$ cat config.mk
export PLATFORM = sky130hd
export DESIGN_NAME = h264_rtp_nal_reassembler
export DESIGN_NICKNAME = d
export VERILOG_FILES = /design/src/hdl/hnr_pkg.sv /design/src/hdl/h264_rtp_nal_reassembler.sv /design/src/hdl/hnr_front.sv /design/src/hdl/hnr_queue.sv /design/src/hdl/hnr_back.sv
export VERILOG_INCLUDE_DIRS = /design/src /design/src/hdl
export SDC_FILE = /design/constraint.sdc
export NUM_CORES = 1
export LEC_CHECK = 0
export ABC_AREA = 1
export BUFFER_PORTS_ARGS = -buffer_cell sky130_fd_sc_hd__buf_2
export CELL_PAD_IN_SITES_DETAIL_PLACEMENT = 1
export CELL_PAD_IN_SITES_GLOBAL_PLACEMENT = 2
export CORE_ASPECT_RATIO = 1.2
export CORE_UTILIZATION = 30
export CTS_CLUSTER_SIZE = 14
export DETAILED_ROUTE_END_ITERATION = 7
export PLACE_DENSITY_LB_ADDON = 0.08
export SETUP_SLACK_MARGIN = 0.3
export SYNTH_ARGS = -nofsm -noshare
export SYNTH_HDL_FRONTEND = slang
export SYNTH_SLANG_ARGS = --single-unit
$ cat constraint.sdc
create_clock -name clk -period 4.75 [get_ports clk]
set_input_delay 0 -clock clk [delete_from_list [all_inputs] [get_ports clk]]
set_output_delay 0 -clock clk [all_outputs]
set_load 0.05 [all_outputs]
$ cat src/hdl/h264_rtp_nal_reassembler_assert.svh
// Assertion macros for the reassembler's top-level RTL.
`ifndef H264_RTP_NAL_REASSEMBLER_ASSERT_SVH
`define H264_RTP_NAL_REASSEMBLER_ASSERT_SVH

// Check that a condition implies another in the same cycle.
`define HNR_ASSERT_SAME(label, cond, expr) \
  label: assert property (@(posedge clk) disable iff (!rst_n) (cond) |-> (expr)) \
    else $error("hnr assertion failed");

// Check that a condition implies another in the next cycle.
`define HNR_ASSERT_NEXT(label, cond, expr) \
  label: assert property (@(posedge clk) disable iff (!rst_n) (cond) |=> (expr)) \
    else $error("hnr assertion failed");

`endif

$ cat src/hdl/hnr_pkg.sv
`default_nettype none
package hnr_pkg;

  // Input item: one RTP payload byte with its marks
  typedef struct packed {
    logic [7:0]  payload_byte;
    logic [15:0] seq_number;
    logic        packet_first;
    logic        packet_last;
    logic        frame_first;
    logic        frame_last;
  } in_t;

  // Result item: stream byte or frame-end report
  typedef struct packed {
    logic [7:0] out_byte;
    logic       frame_done;
    logic [1:0] error_code;
  } out_t;

  // Command from front to back: start code, data byte, frame end
  typedef struct packed {
    logic       start_code;
    logic       data_valid;
    logic [7:0] data_byte;
    logic       frame_done;
    logic [1:0] error_code;
  } cmd_t;

  localparam logic [4:0] TYPE_STAP_A = 5'd24;
  localparam logic [4:0] TYPE_FU_A   = 5'd28;

  localparam logic [1:0] KIND_SINGLE = 2'd0;
  localparam logic [1:0] KIND_STAP   = 2'd1;
  localparam logic [1:0] KIND_FU     = 2'd2;
  localparam logic [1:0] KIND_DROP   = 2'd3;

  localparam logic [1:0] PHASE_SIZE_HI = 2'd0;
  localparam logic [1:0] PHASE_SIZE_LO = 2'd1;
  localparam logic [1:0] PHASE_HEADER  = 2'd2;
  localparam logic [1:0] PHASE_BODY    = 2'd3;

  localparam logic [1:0] ERR_NONE    = 2'd0;
  localparam logic [1:0] ERR_OVERRUN = 2'd1;
  localparam logic [1:0] ERR_TYPE    = 2'd2;

endpackage
`default_nettype wire

$ cat src/hdl/h264_rtp_nal_reassembler.sv
// H.264 RTP payload to Annex B byte stream.
// Input channel: in_data carries one payload byte with its sequence number
// and packet/frame marks; it is taken at a clock edge with in_push high and
// in_full low. Result channel: out_data shows the oldest waiting item while
// out_empty is low; out_pop high at a clock edge takes it.
// Configuration: cfg_we writes cfg_data into the start code length select
// (0 four bytes, 1 three bytes); write it only while the block is idle.
// Throughput: one input byte per cycle while the command queue has room.
// Each input byte becomes at most one queued command; while out_pop is high
// the output side plays it out at one item per cycle: up to 4 start code
// bytes, one data byte and one frame-end item. Commands are registered in
// the queue and reach out_data in order, after the older commands.
// When the receiver stalls, the queue (QUEUE_DEPTH commands) fills and then
// in_full rises; no request is lost.
// Reset clears the packet state, the sticky error, the queue and the start
// code select (four-byte start code).
`default_nettype none
module h264_rtp_nal_reassembler #(
  parameter int QUEUE_DEPTH = 4
) (
  input  wire logic         clk,
  input  wire logic         rst_n,
  input  wire logic         in_push,
  output logic              in_full,
  input  wire hnr_pkg::in_t in_data,
  output logic              out_empty,
  input  wire logic         out_pop,
  output hnr_pkg::out_t     out_data,
  input  wire logic         cfg_we,
  input  wire logic         cfg_data
);

  localparam int CW = $clog2(QUEUE_DEPTH + 1);

  logic          accept;
  logic          q_push;
  logic          q_pop;
  logic          q_full;
  logic          q_empty;
  logic [CW-1:0] q_count;
  hnr_pkg::cmd_t q_in;
  hnr_pkg::cmd_t q_head;

  assign accept    = in_push && !q_full;
  assign in_full   = q_full;
  assign out_empty = q_empty;

  hnr_front u_front (
    .clk       (clk),
    .rst_n     (rst_n),
    .accept    (accept),
    .in_data   (in_data),
    .cmd_valid (q_push),
    .cmd       (q_in)
  );

  hnr_queue #(.DEPTH(QUEUE_DEPTH)) u_queue (
    .clk       (clk),
    .rst_n     (rst_n),
    .push      (q_push),
    .push_data (q_in),
    .pop       (q_pop),
    .head      (q_head),
    .full      (q_full),
    .empty     (q_empty),
    .count     (q_count)
  );

  hnr_back u_back (
    .clk        (clk),
    .rst_n      (rst_n),
    .cfg_we     (cfg_we),
    .cfg_data   (cfg_data),
    .head       (q_head),
    .head_valid (!q_empty),
    .out_pop    (out_pop),
    .out_data   (out_data),
    .head_done  (q_pop)
  );

`include "h264_rtp_nal_reassembler_assert.svh"

  // Queue never holds more than its depth
  `HNR_ASSERT_SAME(a_count_bound, 1'b1, q_count <= CW'(QUEUE_DEPTH))
  // A command is queued only when there is room
  `HNR_ASSERT_SAME(a_push_room, q_push, !q_full)
  // A popped item that is not the command's last keeps a result waiting
  `HNR_ASSERT_NEXT(a_head_holds, out_pop && !q_empty && !q_pop, !out_empty)

endmodule
`default_nettype wire

$ cat src/hdl/hnr_front.sv
`default_nettype none
module hnr_front (
  input  wire logic         clk,
  input  wire logic         rst_n,
  input  wire logic         accept,
  input  wire hnr_pkg::in_t in_data,
  output logic              cmd_valid,
  output hnr_pkg::cmd_t     cmd
);

  logic [15:0] exp_seq_r, exp_seq_nxt;
  logic        skip_r, skip_nxt;
  logic        frag_open_r, frag_open_nxt;
  logic [1:0]  kind_r, kind_nxt;
  logic [1:0]  pos_r, pos_nxt;
  logic [7:0]  ref_bits_r, ref_bits_nxt;
  logic        frag_end_r, frag_end_nxt;
  logic [1:0]  phase_r, phase_nxt;
  logic [7:0]  size_hi_r, size_hi_nxt;
  logic [15:0] remain_r, remain_nxt;
  logic [1:0]  ferr_r, ferr_nxt;

  // Classify the byte and work out the packet state that follows
  always_comb begin
    logic [7:0]  b;
    logic [4:0]  nal_type;
    logic [15:0] dec;
    b            = in_data.payload_byte;
    nal_type     = b[4:0];
    dec          = remain_r;
    exp_seq_nxt  = exp_seq_r;
    skip_nxt     = skip_r;
    frag_open_nxt = frag_open_r;
    kind_nxt     = kind_r;
    pos_nxt      = pos_r;
    ref_bits_nxt = ref_bits_r;
    frag_end_nxt = frag_end_r;
    phase_nxt    = phase_r;
    size_hi_nxt  = size_hi_r;
    remain_nxt   = remain_r;
    ferr_nxt     = ferr_r;
    cmd          = '0;

    // Open a packet: sequence check and state restart
    if (in_data.packet_first) begin
      if (frag_end_nxt) frag_open_nxt = 1'b0;
      frag_end_nxt = 1'b0;
      pos_nxt      = 2'd0;
      phase_nxt    = hnr_pkg::PHASE_SIZE_HI;
      kind_nxt     = hnr_pkg::KIND_SINGLE;
      if (in_data.frame_first) begin
        exp_seq_nxt   = in_data.seq_number;
        frag_open_nxt = 1'b0;
      end
      if (in_data.seq_number < exp_seq_nxt) begin
        skip_nxt = 1'b1;
      end else begin
        skip_nxt = 1'b0;
        if (in_data.seq_number > exp_seq_nxt) frag_open_nxt = 1'b0;
        exp_seq_nxt = in_data.seq_number + 16'd1;
      end
    end

    if (!skip_nxt) begin
      if (pos_nxt == 2'd0) begin
        // Payload header decides the packetization
        if (nal_type == hnr_pkg::TYPE_FU_A) begin
          kind_nxt     = hnr_pkg::KIND_FU;
          ref_bits_nxt = {b[7:5], 5'd0};
        end else begin
          frag_open_nxt = 1'b0;
          if (nal_type == hnr_pkg::TYPE_STAP_A) begin
            kind_nxt  = hnr_pkg::KIND_STAP;
            phase_nxt = hnr_pkg::PHASE_SIZE_HI;
          end else if (nal_type != 5'd0 && nal_type < hnr_pkg::TYPE_STAP_A) begin
            kind_nxt       = hnr_pkg::KIND_SINGLE;
            cmd.start_code = 1'b1;
            cmd.data_valid = 1'b1;
            cmd.data_byte  = b;
          end else begin
            kind_nxt = hnr_pkg::KIND_DROP;
            if (ferr_nxt == hnr_pkg::ERR_NONE) ferr_nxt = hnr_pkg::ERR_TYPE;
          end
        end
      end else if (kind_nxt == hnr_pkg::KIND_FU) begin
        if (pos_nxt == 2'd1) begin
          // FU header: start bit rebuilds the NAL header
          frag_end_nxt = b[6];
          if (b[7]) begin
            cmd.start_code = 1'b1;
            cmd.data_valid = 1'b1;
            cmd.data_byte  = ref_bits_nxt | {3'd0, b[4:0]};
            frag_open_nxt  = 1'b1;
          end
        end else if (frag_open_nxt) begin
          cmd.data_valid = 1'b1;
          cmd.data_byte  = b;
        end
      end else if (kind_nxt == hnr_pkg::KIND_SINGLE) begin
        cmd.data_valid = 1'b1;
        cmd.data_byte  = b;
      end else if (kind_nxt == hnr_pkg::KIND_STAP) begin
        // Walk the aggregation: size field, then NAL bytes
        unique case (phase_nxt)
          hnr_pkg::PHASE_SIZE_HI: begin
            size_hi_nxt = b;
            phase_nxt   = hnr_pkg::PHASE_SIZE_LO;
          end
          hnr_pkg::PHASE_SIZE_LO: begin
            remain_nxt = {size_hi_nxt, b};
            phase_nxt  = hnr_pkg::PHASE_HEADER;
          end
          hnr_pkg::PHASE_HEADER: begin
            cmd.start_code = 1'b1;
            if (remain_nxt == 16'd0) begin
              size_hi_nxt = b;
              phase_nxt   = hnr_pkg::PHASE_SIZE_LO;
            end else begin
              cmd.data_valid = 1'b1;
              cmd.data_byte  = b;
              dec        = remain_nxt - 16'd1;
              remain_nxt = dec;
              phase_nxt  = (dec != 16'd0) ? hnr_pkg::PHASE_BODY : hnr_pkg::PHASE_SIZE_HI;
            end
          end
          default: begin
            cmd.data_valid = 1'b1;
            cmd.data_byte  = b;
            if (remain_nxt != 16'd0) remain_nxt = remain_nxt - 16'd1;
            if (remain_nxt == 16'd0) phase_nxt = hnr_pkg::PHASE_SIZE_HI;
          end
        endcase
      end
      if (pos_nxt != 2'd2) pos_nxt = pos_nxt + 2'd1;

      // Close the packet: overrun check and fragment end
      if (in_data.packet_last) begin
        if (kind_nxt == hnr_pkg::KIND_STAP && phase_nxt == hnr_pkg::PHASE_BODY &&
            ferr_nxt == hnr_pkg::ERR_NONE)
          ferr_nxt = hnr_pkg::ERR_OVERRUN;
        if (frag_end_nxt) frag_open_nxt = 1'b0;
        frag_end_nxt = 1'b0;
      end
    end

    // Report the frame's sticky error
    if (in_data.frame_last) begin
      cmd.frame_done = 1'b1;
      cmd.error_code = ferr_nxt;
      ferr_nxt       = hnr_pkg::ERR_NONE;
    end
  end

  assign cmd_valid = accept && (cmd.start_code || cmd.data_valid || cmd.frame_done);

  // Commit the state on each accepted request
  always_ff @(posedge clk) begin
    if (!rst_n) begin
      exp_seq_r   <= '0;
      skip_r      <= 1'b0;
      frag_open_r <= 1'b0;
      kind_r      <= hnr_pkg::KIND_SINGLE;
      pos_r       <= '0;
      ref_bits_r  <= '0;
      frag_end_r  <= 1'b0;
      phase_r     <= hnr_pkg::PHASE_SIZE_HI;
      size_hi_r   <= '0;
      remain_r    <= '0;
      ferr_r      <= hnr_pkg::ERR_NONE;
    end else if (accept) begin
      exp_seq_r   <= exp_seq_nxt;
      skip_r      <= skip_nxt;
      frag_open_r <= frag_open_nxt;
      kind_r      <= kind_nxt;
      pos_r       <= pos_nxt;
      ref_bits_r  <= ref_bits_nxt;
      frag_end_r  <= frag_end_nxt;
      phase_r     <= phase_nxt;
      size_hi_r   <= size_hi_nxt;
      remain_r    <= remain_nxt;
      ferr_r      <= ferr_nxt;
    end
  end

endmodule
`default_nettype wire

$ cat src/hdl/hnr_queue.sv
`default_nettype none
module hnr_queue #(
  parameter int DEPTH = 4
) (
  input  wire logic          clk,
  input  wire logic          rst_n,
  input  wire logic          push,
  input  wire hnr_pkg::cmd_t push_data,
  input  wire logic          pop,
  output hnr_pkg::cmd_t      head,
  output logic               full,
  output logic               empty,
  output logic [$clog2(DEPTH+1)-1:0] count
);

  localparam int AW = (DEPTH > 1) ? $clog2(DEPTH) : 1;
  localparam int CW = $clog2(DEPTH + 1);

  hnr_pkg::cmd_t mem_r [DEPTH];
  logic [AW-1:0] wr_ptr_r, wr_ptr_nxt;
  logic [AW-1:0] rd_ptr_r, rd_ptr_nxt;
  logic [CW-1:0] count_r, count_nxt;
  logic          do_push, do_pop;

  assign full    = (count_r == CW'(DEPTH));
  assign empty   = (count_r == '0);
  assign count   = count_r;
  assign head    = mem_r[rd_ptr_r];
  assign do_push = push && !full;
  assign do_pop  = pop && !empty;

  // Advance pointers with wrap at the depth
  always_comb begin
    wr_ptr_nxt = wr_ptr_r;
    rd_ptr_nxt = rd_ptr_r;
    count_nxt  = count_r;
    if (do_push) wr_ptr_nxt = (wr_ptr_r == AW'(DEPTH - 1)) ? '0 : wr_ptr_r + AW'(1);
    if (do_pop)  rd_ptr_nxt = (rd_ptr_r == AW'(DEPTH - 1)) ? '0 : rd_ptr_r + AW'(1);
    if (do_push && !do_pop) count_nxt = count_r + CW'(1);
    if (do_pop && !do_push) count_nxt = count_r - CW'(1);
  end

  always_ff @(posedge clk) begin
    if (!rst_n) begin
      wr_ptr_r <= '0;
      rd_ptr_r <= '0;
      count_r  <= '0;
    end else begin
      wr_ptr_r <= wr_ptr_nxt;
      rd_ptr_r <= rd_ptr_nxt;
      count_r  <= count_nxt;
    end
  end

  // Store the command
  always_ff @(posedge clk) begin
    if (do_push) mem_r[wr_ptr_r] <= push_data;
  end

endmodule
`default_nettype wire

$ cat src/hdl/hnr_back.sv
`default_nettype none
module hnr_back (
  input  wire logic          clk,
  input  wire logic          rst_n,
  input  wire logic          cfg_we,
  input  wire logic          cfg_data,
  input  wire hnr_pkg::cmd_t head,
  input  wire logic          head_valid,
  input  wire logic          out_pop,
  output hnr_pkg::out_t      out_data,
  output logic               head_done
);

  logic       sep_mode_r;
  logic [2:0] step_r, step_nxt;
  logic [2:0] n_sc;
  logic [2:0] last_step;

  // Count start code bytes and the command's last item
  always_comb begin
    if (head.start_code) n_sc = sep_mode_r ? 3'd3 : 3'd4;
    else n_sc = 3'd0;
    last_step = n_sc + {2'd0, head.data_valid} + {2'd0, head.frame_done} - 3'd1;
  end

  // Select the item for the current step
  always_comb begin
    out_data = '0;
    if (step_r < n_sc) begin
      out_data.out_byte = (step_r == n_sc - 3'd1) ? 8'd1 : 8'd0;
    end else if (step_r == n_sc && head.data_valid) begin
      out_data.out_byte = head.data_byte;
    end else begin
      out_data.frame_done = 1'b1;
      out_data.error_code = head.error_code;
    end
  end

  assign head_done = head_valid && out_pop && (step_r == last_step);

  always_comb begin
    step_nxt = step_r;
    if (head_valid && out_pop) step_nxt = head_done ? 3'd0 : step_r + 3'd1;
  end

  always_ff @(posedge clk) begin
    if (!rst_n) begin
      step_r     <= '0;
      sep_mode_r <= 1'b0;
    end else begin
      step_r <= step_nxt;
      if (cfg_we) sep_mode_r <= cfg_data;
    end
  end

endmodule
`default_nettype wire

### After elaboration in Yosys (flattened, before gate mapping)

Memory sizes are Yosys's and may differ from the RTL's. A register that Yosys moved wholly into a read port is not among the register bits.
Index checks and enable logic that the tools add are counted.

* register bits after elaboration: 65
* latch bits: 0
* bits in writable memories: 52
* bits in read-only memories: 0
* input bits: 34
* output and inout bits: 13
* word-level logic and storage cells: 196
* memories: 1

Memory list
* u_queue.mem_r: depth 4, width 13, rd ports 1, clocked after memory_dff 1, write ports 1, line hnr_queue.sv:19 `hnr_pkg::cmd_t mem_r [DEPTH];`

* add/subtract/negate cells: 12
* $mul: 0
* divide/modulo/power cells: 0
* order comparisons: 4
* equality and inequality tests: 18
* shifts and indexed selects: 0
* mux-type cells: 102
* bitwise operators: 6
* reduce and logical (&&, ||, !) cells: 37

Operator list (number)
* 16-bit 2-to-1 mux: 11
* 10-bit 2-to-1 mux: 8
* 2-bit 2-to-1 mux: 36
* 16-bit case mux with 3 select lines: 1
* 9-bit 2-to-1 mux: 4
* 16-bit zero test: 2
* 16-bit nonzero test: 2
* 1-bit 2-to-1 mux: 28
* 3-bit 2-to-1 mux: 8
* 8-bit 2-to-1 mux: 3
* 9-bit case mux with 2 select lines: 1
* 16-bit by 1-bit adder with 16-bit output, second input constant: 1
* 16-bit > comparator: 1
* 16-bit less-than comparator: 1
* 8-bit case mux with 2 select lines: 1
* 8-bit AND reduction: 2
* 16-bit by 1-bit subtractor with 16-bit output, second input constant: 1
* 1-bit logical AND: 12
* 2-bit == test, second input constant: 5
* 5-bit == test, second input constant: 2
* 2-bit zero test: 5
* 3-bit == test: 3
* 3-bit by 1-bit subtractor with 3-bit output, second input constant: 3
* 2-bit by 1-bit == test with 1-bit output, second input constant: 4
* 20 further kinds: 34

### Longest topological paths before layout

* depth after elaboration: 30
* depth in mapped cells: 26

### Hierarchy

A second synthesis with hierarchy kept.

* cell total of the unflattened synthesis: 1041
* area, all modules: 7644.8 µm²

By module, submodules not included
* hnr_front: instances 1, cells each 761, area each 4640.7 µm², seq. area each 1081.0 µm²
* hnr_queue: instances 1, cells each 197, area each 2527.4 µm², seq. area each 1741.7 µm²
* hnr_back: instances 1, cells each 80, area each 462.9 µm², seq. area each 80.1 µm²
* h264_rtp_nal_reassembler: instances 1, cells each 3, area each 13.8 µm², seq. area each 0.0 µm²

### Worst setup path before layout

No wires, ideal clock.

* path type: input-to-reg
* from: in in_data[1] in the netlist's numbering
* to: reg u_queue.count_r[2] (netlist: u_queue.count[2])
* library setup time: 0.122 ns
* arrival: 3.233 ns
* data required time: 4.628 ns
* path slack: 1.395 ns
* stages: 23
* cell sequence: clkbuf_1 clkbuf_1 mux2i_1 ha_1 a21oi_1 o21a_1 nor2_1 o21ai_2 nand2_2 o21ai_4 inv_2 nand2_2 nand2_1 inv_2 nand2_4 nand2_4 ha_1 inv_1 fa_1 a21oi_1 o21ai_0 o21ai_0 a21oi_1

* cells in the longest elaborated chain, start to end: 18
* elaborated cells between the ends (all ways): 24
* those cells by class: order compare (2); mux (14); reduce/logical (8)

Ends and longest elaborated chain
* start, declared: line h264_rtp_nal_reassembler.sv:25 `input wire hnr_pkg::in_t in_data,`
* 16-bit 2-to-1 mux: line hnr_front.sv:51 `if (in_data.frame_first) begin`
* 16-bit 2-to-1 mux: line hnr_front.sv:45 `if (in_data.packet_first) begin`
* 16-bit > comparator: line hnr_front.sv:59 `if (in_data.seq_number > exp_seq_nxt) frag_open_nxt = 1'b0;`
* 1-bit 2-to-1 mux: line hnr_front.sv:59
* 1-bit 2-to-1 mux: line hnr_front.sv:55 `if (in_data.seq_number < exp_seq_nxt) begin`
* 1-bit 2-to-1 mux: line hnr_front.sv:45
* 9-bit 2-to-1 mux: line hnr_front.sv:95 `end else if (frag_open_nxt) begin`
* 9-bit 2-to-1 mux: line hnr_front.sv:86 `if (pos_nxt == 2'd1) begin`
* 10-bit 2-to-1 mux: line hnr_front.sv:85 `end else if (kind_nxt == hnr_pkg::KIND_FU) begin`
* 10-bit 2-to-1 mux: line hnr_front.sv:65 `if (pos_nxt == 2'd0) begin`
* 10-bit 2-to-1 mux (*): line hnr_front.sv:64 `if (!skip_nxt) begin`
* 1-bit logical OR (*) (2 in series): line hnr_front.sv:154 `assign cmd_valid = accept && (cmd.start_code || cmd.data_valid || cmd.frame_done);`
* 1-bit logical AND (*): line hnr_front.sv:154
* 1-bit logical AND (*): line hnr_queue.sv:29 `assign do_push = push && !full;`
* 1-bit zero test: line hnr_queue.sv:40 `if (do_pop && !do_push) count_nxt = count_r - CW'(1);`
* 1-bit logical AND: line hnr_queue.sv:40
* 3-bit 2-to-1 mux or 2-bit nonzero test (tied branches)
* end signal, assigned: line hnr_queue.sv:51 `count_r <= count_nxt;`
* end, declared: line hnr_queue.sv:22 `logic [CW-1:0] count_r, count_nxt;`

Every way passes the cells marked *; elsewhere a longest branch is shown, timed or not. The select of a mux whose other input is x is not followed.
A chain may end at the register's enable or synchronous reset.

### Final worst setup path

* from: reg u_front.exp_seq_r[1]
* to: reg u_queue.count_r[2] (netlist: u_queue.count[2])

* cells in the longest elaborated chain, start to end: 18
* elaborated cells between the ends (all ways): 23
* those cells by class: order compare (2); mux (13); reduce/logical (8)

Ends and longest elaborated chain
* start, declared: line hnr_front.sv:11 `logic [15:0] exp_seq_r, exp_seq_nxt;`
* start signal, assigned: line hnr_front.sv:171 `exp_seq_r <= exp_seq_nxt;`
* 16-bit 2-to-1 mux (*): line hnr_front.sv:51
* 16-bit 2-to-1 mux (*): line hnr_front.sv:45
* 16-bit > comparator: line hnr_front.sv:59
* 1-bit 2-to-1 mux: line hnr_front.sv:59
* 1-bit 2-to-1 mux: line hnr_front.sv:55
* 1-bit 2-to-1 mux: line hnr_front.sv:45
* 9-bit 2-to-1 mux: line hnr_front.sv:95
* 9-bit 2-to-1 mux: line hnr_front.sv:86
* 10-bit 2-to-1 mux: line hnr_front.sv:85
* 10-bit 2-to-1 mux: line hnr_front.sv:65
* 10-bit 2-to-1 mux (*): line hnr_front.sv:64
* 1-bit logical OR (*) (2 in series): line hnr_front.sv:154
* 1-bit logical AND (*): line hnr_front.sv:154
* 1-bit logical AND (*): line hnr_queue.sv:29
* 1-bit zero test: line hnr_queue.sv:40
* 1-bit logical AND: line hnr_queue.sv:40
* 3-bit 2-to-1 mux or 2-bit nonzero test (tied branches)

Marks and branches as above.

==> impl_metrics.env <==
export IMPL_drtIter0Drc=242
export IMPL_num_antenna_cells=0
export IMPL_final_seq_area_um2=2900
export IMPL_fp_coreArea_um2=24200
export IMPL_critPathKind="reg2reg"
export IMPL_clock_fmax_mhz=269
export IMPL_power_frac_seq_pct=36.1
export IMPL_yosysMostFrequentCell="nand2_1"
export IMPL_critPathLaunch="u_front.exp_seq_r[1]"
export IMPL_path_cells="o21ai_0, ha_1, a21oi_1, o21a_1, nor2_1, o21ai_2, nand2_2, o21ai_4, inv_2, nand2_2, nand2_1, inv_2, nand2_4, nand2_4, ha_1, inv_1, fa_1, a21oi_1, o21ai_0, o21ai_0, a21oi_1"
export IMPL_use_met3_pct=2.87
export IMPL_synthCells=994
export IMPL_reg2reg_slack_ns=1.03
export IMPL_hpwl_mm=17.3
export IMPL_fillers=3004
export IMPL_cts_resized_gates=0
export IMPL_max_stage_delay_ns=0.41
export IMPL_p_switching_uw=1020
export IMPL_worst_pin_slew_ns=0.833
export IMPL_synth_cell_types=51
export IMPL_hold_violations=0
export IMPL_synthTopCellsByCount="nand2_1 (206), inv_1 (122), a21oi_1 (96)"
export IMPL_top_usage_layer="met2"
export IMPL_cp_start_kind="flip-flop"
export IMPL_netlist_area_leader_share_pct=20.9
export IMPL_worstReg2RegStart="u_front.exp_seq_r[1]"
export IMPL_dieArea_um2=25500
export IMPL_clockBufferDepth=2
export IMPL_grt_pass1_wl_mm=37.3
export IMPL_critPathSlowestCell="o21ai_4"
export IMPL_swShare_pct=31.5
export IMPL_nets=1121
export IMPL_root_buffer="clkbuf_16"
export IMPL_h_tree_depth=4
export IMPL_period_share_pct=78.2
export IMPL_dp_cells=1334
export IMPL_cts_inserted_buffers=17
export IMPL_power_uw=3230
export IMPL_fin_skew_ns=0.0135
export IMPL_pwr_share_clk_pct=43.2
export IMPL_r2r_cells=21
export IMPL_antenna_found_initial=0
export IMPL_gp_congestion=0.762
export IMPL_rsz0062_at_grt="false"
export IMPL_worstPathRequired_ns=5.05
export IMPL_met1_usage_pct=21.9
export IMPL_syn_nets=1066
export IMPL_cts_sinks=119
export IMPL_relSlewSlack_pct=44.5
export IMPL_initial_core_util_pct=30.8
export IMPL_track_usage_pct=19.0
export IMPL_clk_latency_ns=0.42
export IMPL_synth_top_area_cell="edfxtp_1"
export IMPL_ys_seq_elements=119
export IMPL_status="finished, final reports clean"
export IMPL_synthArstFlopShare_pct=0
export IMPL_cp_data_arrival_time_ns=4.02
export IMPL_area_growth_pct=17.9
export IMPL_final_cells=1382
export IMPL_gr_total_overflow=0
export IMPL_drt_pass1_iter_count=4
export IMPL_period_minus_slack_ns=3.72
export IMPL_ys_flop_type="dfxtp_1"
export IMPL_yosys_warnings=0
export IMPL_p_per_area_nw_per_um2=367
export IMPL_netlist_area_um2=7460
export IMPL_ir_drop_mv=0.245
export IMPL_grt_pass1_vias=6917
export IMPL_grt_max_degree=42
export IMPL_cts_tree="done"
export IMPL_routed_wirelength_mm=23.2
export IMPL_finalSetupViolCount=0
export IMPL_multiInputGateArea_um2=3920
export IMPL_comb_power_share_pct=20.7
export IMPL_hp_class="in2reg"
export IMPL_syn_mean_instance_area_um2=7.51
export IMPL_ys_seq_area_share_pct=38.9
export IMPL_die_w_um=146
export IMPL_rr_endpoint="u_queue.count[2]"
export IMPL_p_leak_uw=0.00385
export IMPL_worstSetupEndpointType="flip-flop"
export IMPL_row_count=62
export IMPL_die_h_um=175
export IMPL_grt_use_met2_pct=35.9
export IMPL_cp_max_fo=24
export IMPL_cts_clk_slew_worst_paths_ns=0.06
export IMPL_whs_path_depth=5
export IMPL_drv_slew=0
export IMPL_cp_endpoint="u_queue.count[2]"
export IMPL_synth_edf_count=52
export IMPL_ios=47
export IMPL_wl_per_cell_um=16.8
export IMPL_viasPerCell=4.85
export IMPL_synth_area_leaders="edfxtp_1 (21%), dfxtp_1 (18%), nand2_1 (10%)"
export IMPL_num_vias=6697
export IMPL_layout_drive_gt1_share_pct=12.7
export IMPL_drc=0
export IMPL_p_int_uw=2210
export IMPL_antenna_left=0
export IMPL_setup_tns_ns=0
export IMPL_port_buffers=46
export IMPL_maxCapViolCount=0
export IMPL_final_core_util_pct=36.3
-- metrics by stage --
stage                     hold slack, ns  worst slack (ns)  cell area, µm²
after floorplan                   0.0989              1.40            7460
after detailed placement           0.241             0.847            8010
after CTS                         0.0145              1.01            8800
after global placement             0.233             0.896            8010
after global routing              0.0657             0.683            8800
final                             0.0255              1.03            8800
-- critical path, delay by kind of cell, from the launching register on --
| kind | cells | cell delay, ns |
|---|---|---|
| AO/OA/AOI/OAI | 9 | 1.53 |
| adder cells (fa/ha/maj) | 3 | 0.82 |
| buffers and inverters | 3 | 0.27 |
| AND/OR/NAND/NOR | 6 | 0.65 |
| flip-flops | 1 | 0.31 |
-- worst min path at each step --
stage	to	slack (ns)	startpoint
after global placement	u_back.sep_mode_r	0.23	cfg_data
after detailed placement	u_back.sep_mode_r	0.24	cfg_data
after floorplan	u_queue.mem_r[0][2]	0.1	in_data[0]
after CTS	u_front.exp_seq_r[15]	0.01	in_data[19]
final	u_front.exp_seq_r[15]	0.03	in_data[19]
after global routing	u_front.exp_seq_r[15]	0.07	in_data[19]
-- kinds of logic after synthesis --
family | Yosys count | share of synthesized area, %
and+or+nand+nor | 401 | 24.8
AOI/OAI and AO/OA | 254 | 19.1
buffers and inverters | 165 | 8.55
DFF | 119 | 38.9
adders and majority gates | 38 | 6.57
xor gates and xnor gates | 13 | 1.53
muxes | 4 | 0.536
-- power by group through the flow --
| stage | clock network (µW) | registers [µW] | logic (µW) |
|---|---|---|---|
| 2_1_floorplan | 0 | 1180 | 475 |
| 3_3_place_gp | 0 | 1190 | 666 |
| 3_5_place_dp | 0 | 1190 | 673 |
| 4_1_cts | 1430 | 1170 | 686 |
| 5_1_grt | 1470 | 1170 | 752 |
| 6_report | 1400 | 1170 | 670 |
-- area by class of cell --
type,instances,area share [%]
timing repair buffer,71,5.21
tap,320,4.55
clock inverter,14,2.23
sequential,119,33.0
clock buffer,18,4.88
multi-input combinational,710,44.6
inverter,130,5.55
-- layout by cell type (no fill, tap or decap), types with 7 or more instances in the layout --
master / synthesis / final
inv_1: 122 / 122
dfxtp_1: 67 / 67
buf_4: 1 / 9
a31oi_1: 9 / 9
nor2_1: 80 / 80
o21ai_1: 9 / 9
xor2_1: 13 / 13
o21ai_0: 94 / 94
a221oi_1: 8 / 8
nand4_1: 8 / 8
a21oi_1: 96 / 96
dlygate4sd3_1: 0 / 16
ha_1: 36 / 36
o22ai_1: 11 / 11
nand2_1: 206 / 206
inv_2: 7 / 7
edfxtp_1: 52 / 52
clkbuf_16: 0 / 17
o211ai_1: 7 / 7
nand3_1: 52 / 52
nor3_1: 10 / 10
buf_2: 6 / 46
-- sequential cells by signal, indices dropped and copies added, names as in the netlist, 2 cells and up, named ones only --
register,count
u_queue.mem_r,52
u_front.exp_seq_r,16
u_front.remain_r,16
u_front.size_hi_r,8
u_back.step_r,3
u_front.ref_bits_r,3
u_queue.count,3
u_front.ferr_r,2
u_front.kind_r,2
u_front.phase_r,2
u_front.pos_r,2
u_queue.rd_ptr_r,2
u_queue.wr_ptr_r,2
-- metal layers --
| layer | share of wire (%) | vias up | routed length [µm] |
|---|---|---|---|
| met5 | 0 | - | 0 |
| li1 | - | 3457 | - |
| met3 | 2.0 | 23 | 472 |
| met2 | 53 | 75 | 12300 |
| met1 | 44 | 3142 | 10100 |
| met4 | 1.4 | 0 | 336 |
-- repair_timing --
item / CTS / global route
buffers inserted: 0 / 0
hold buffers: 16 / 0
hold endpoints to repair: 19 / 0
(Power assumes the default switching activity.)
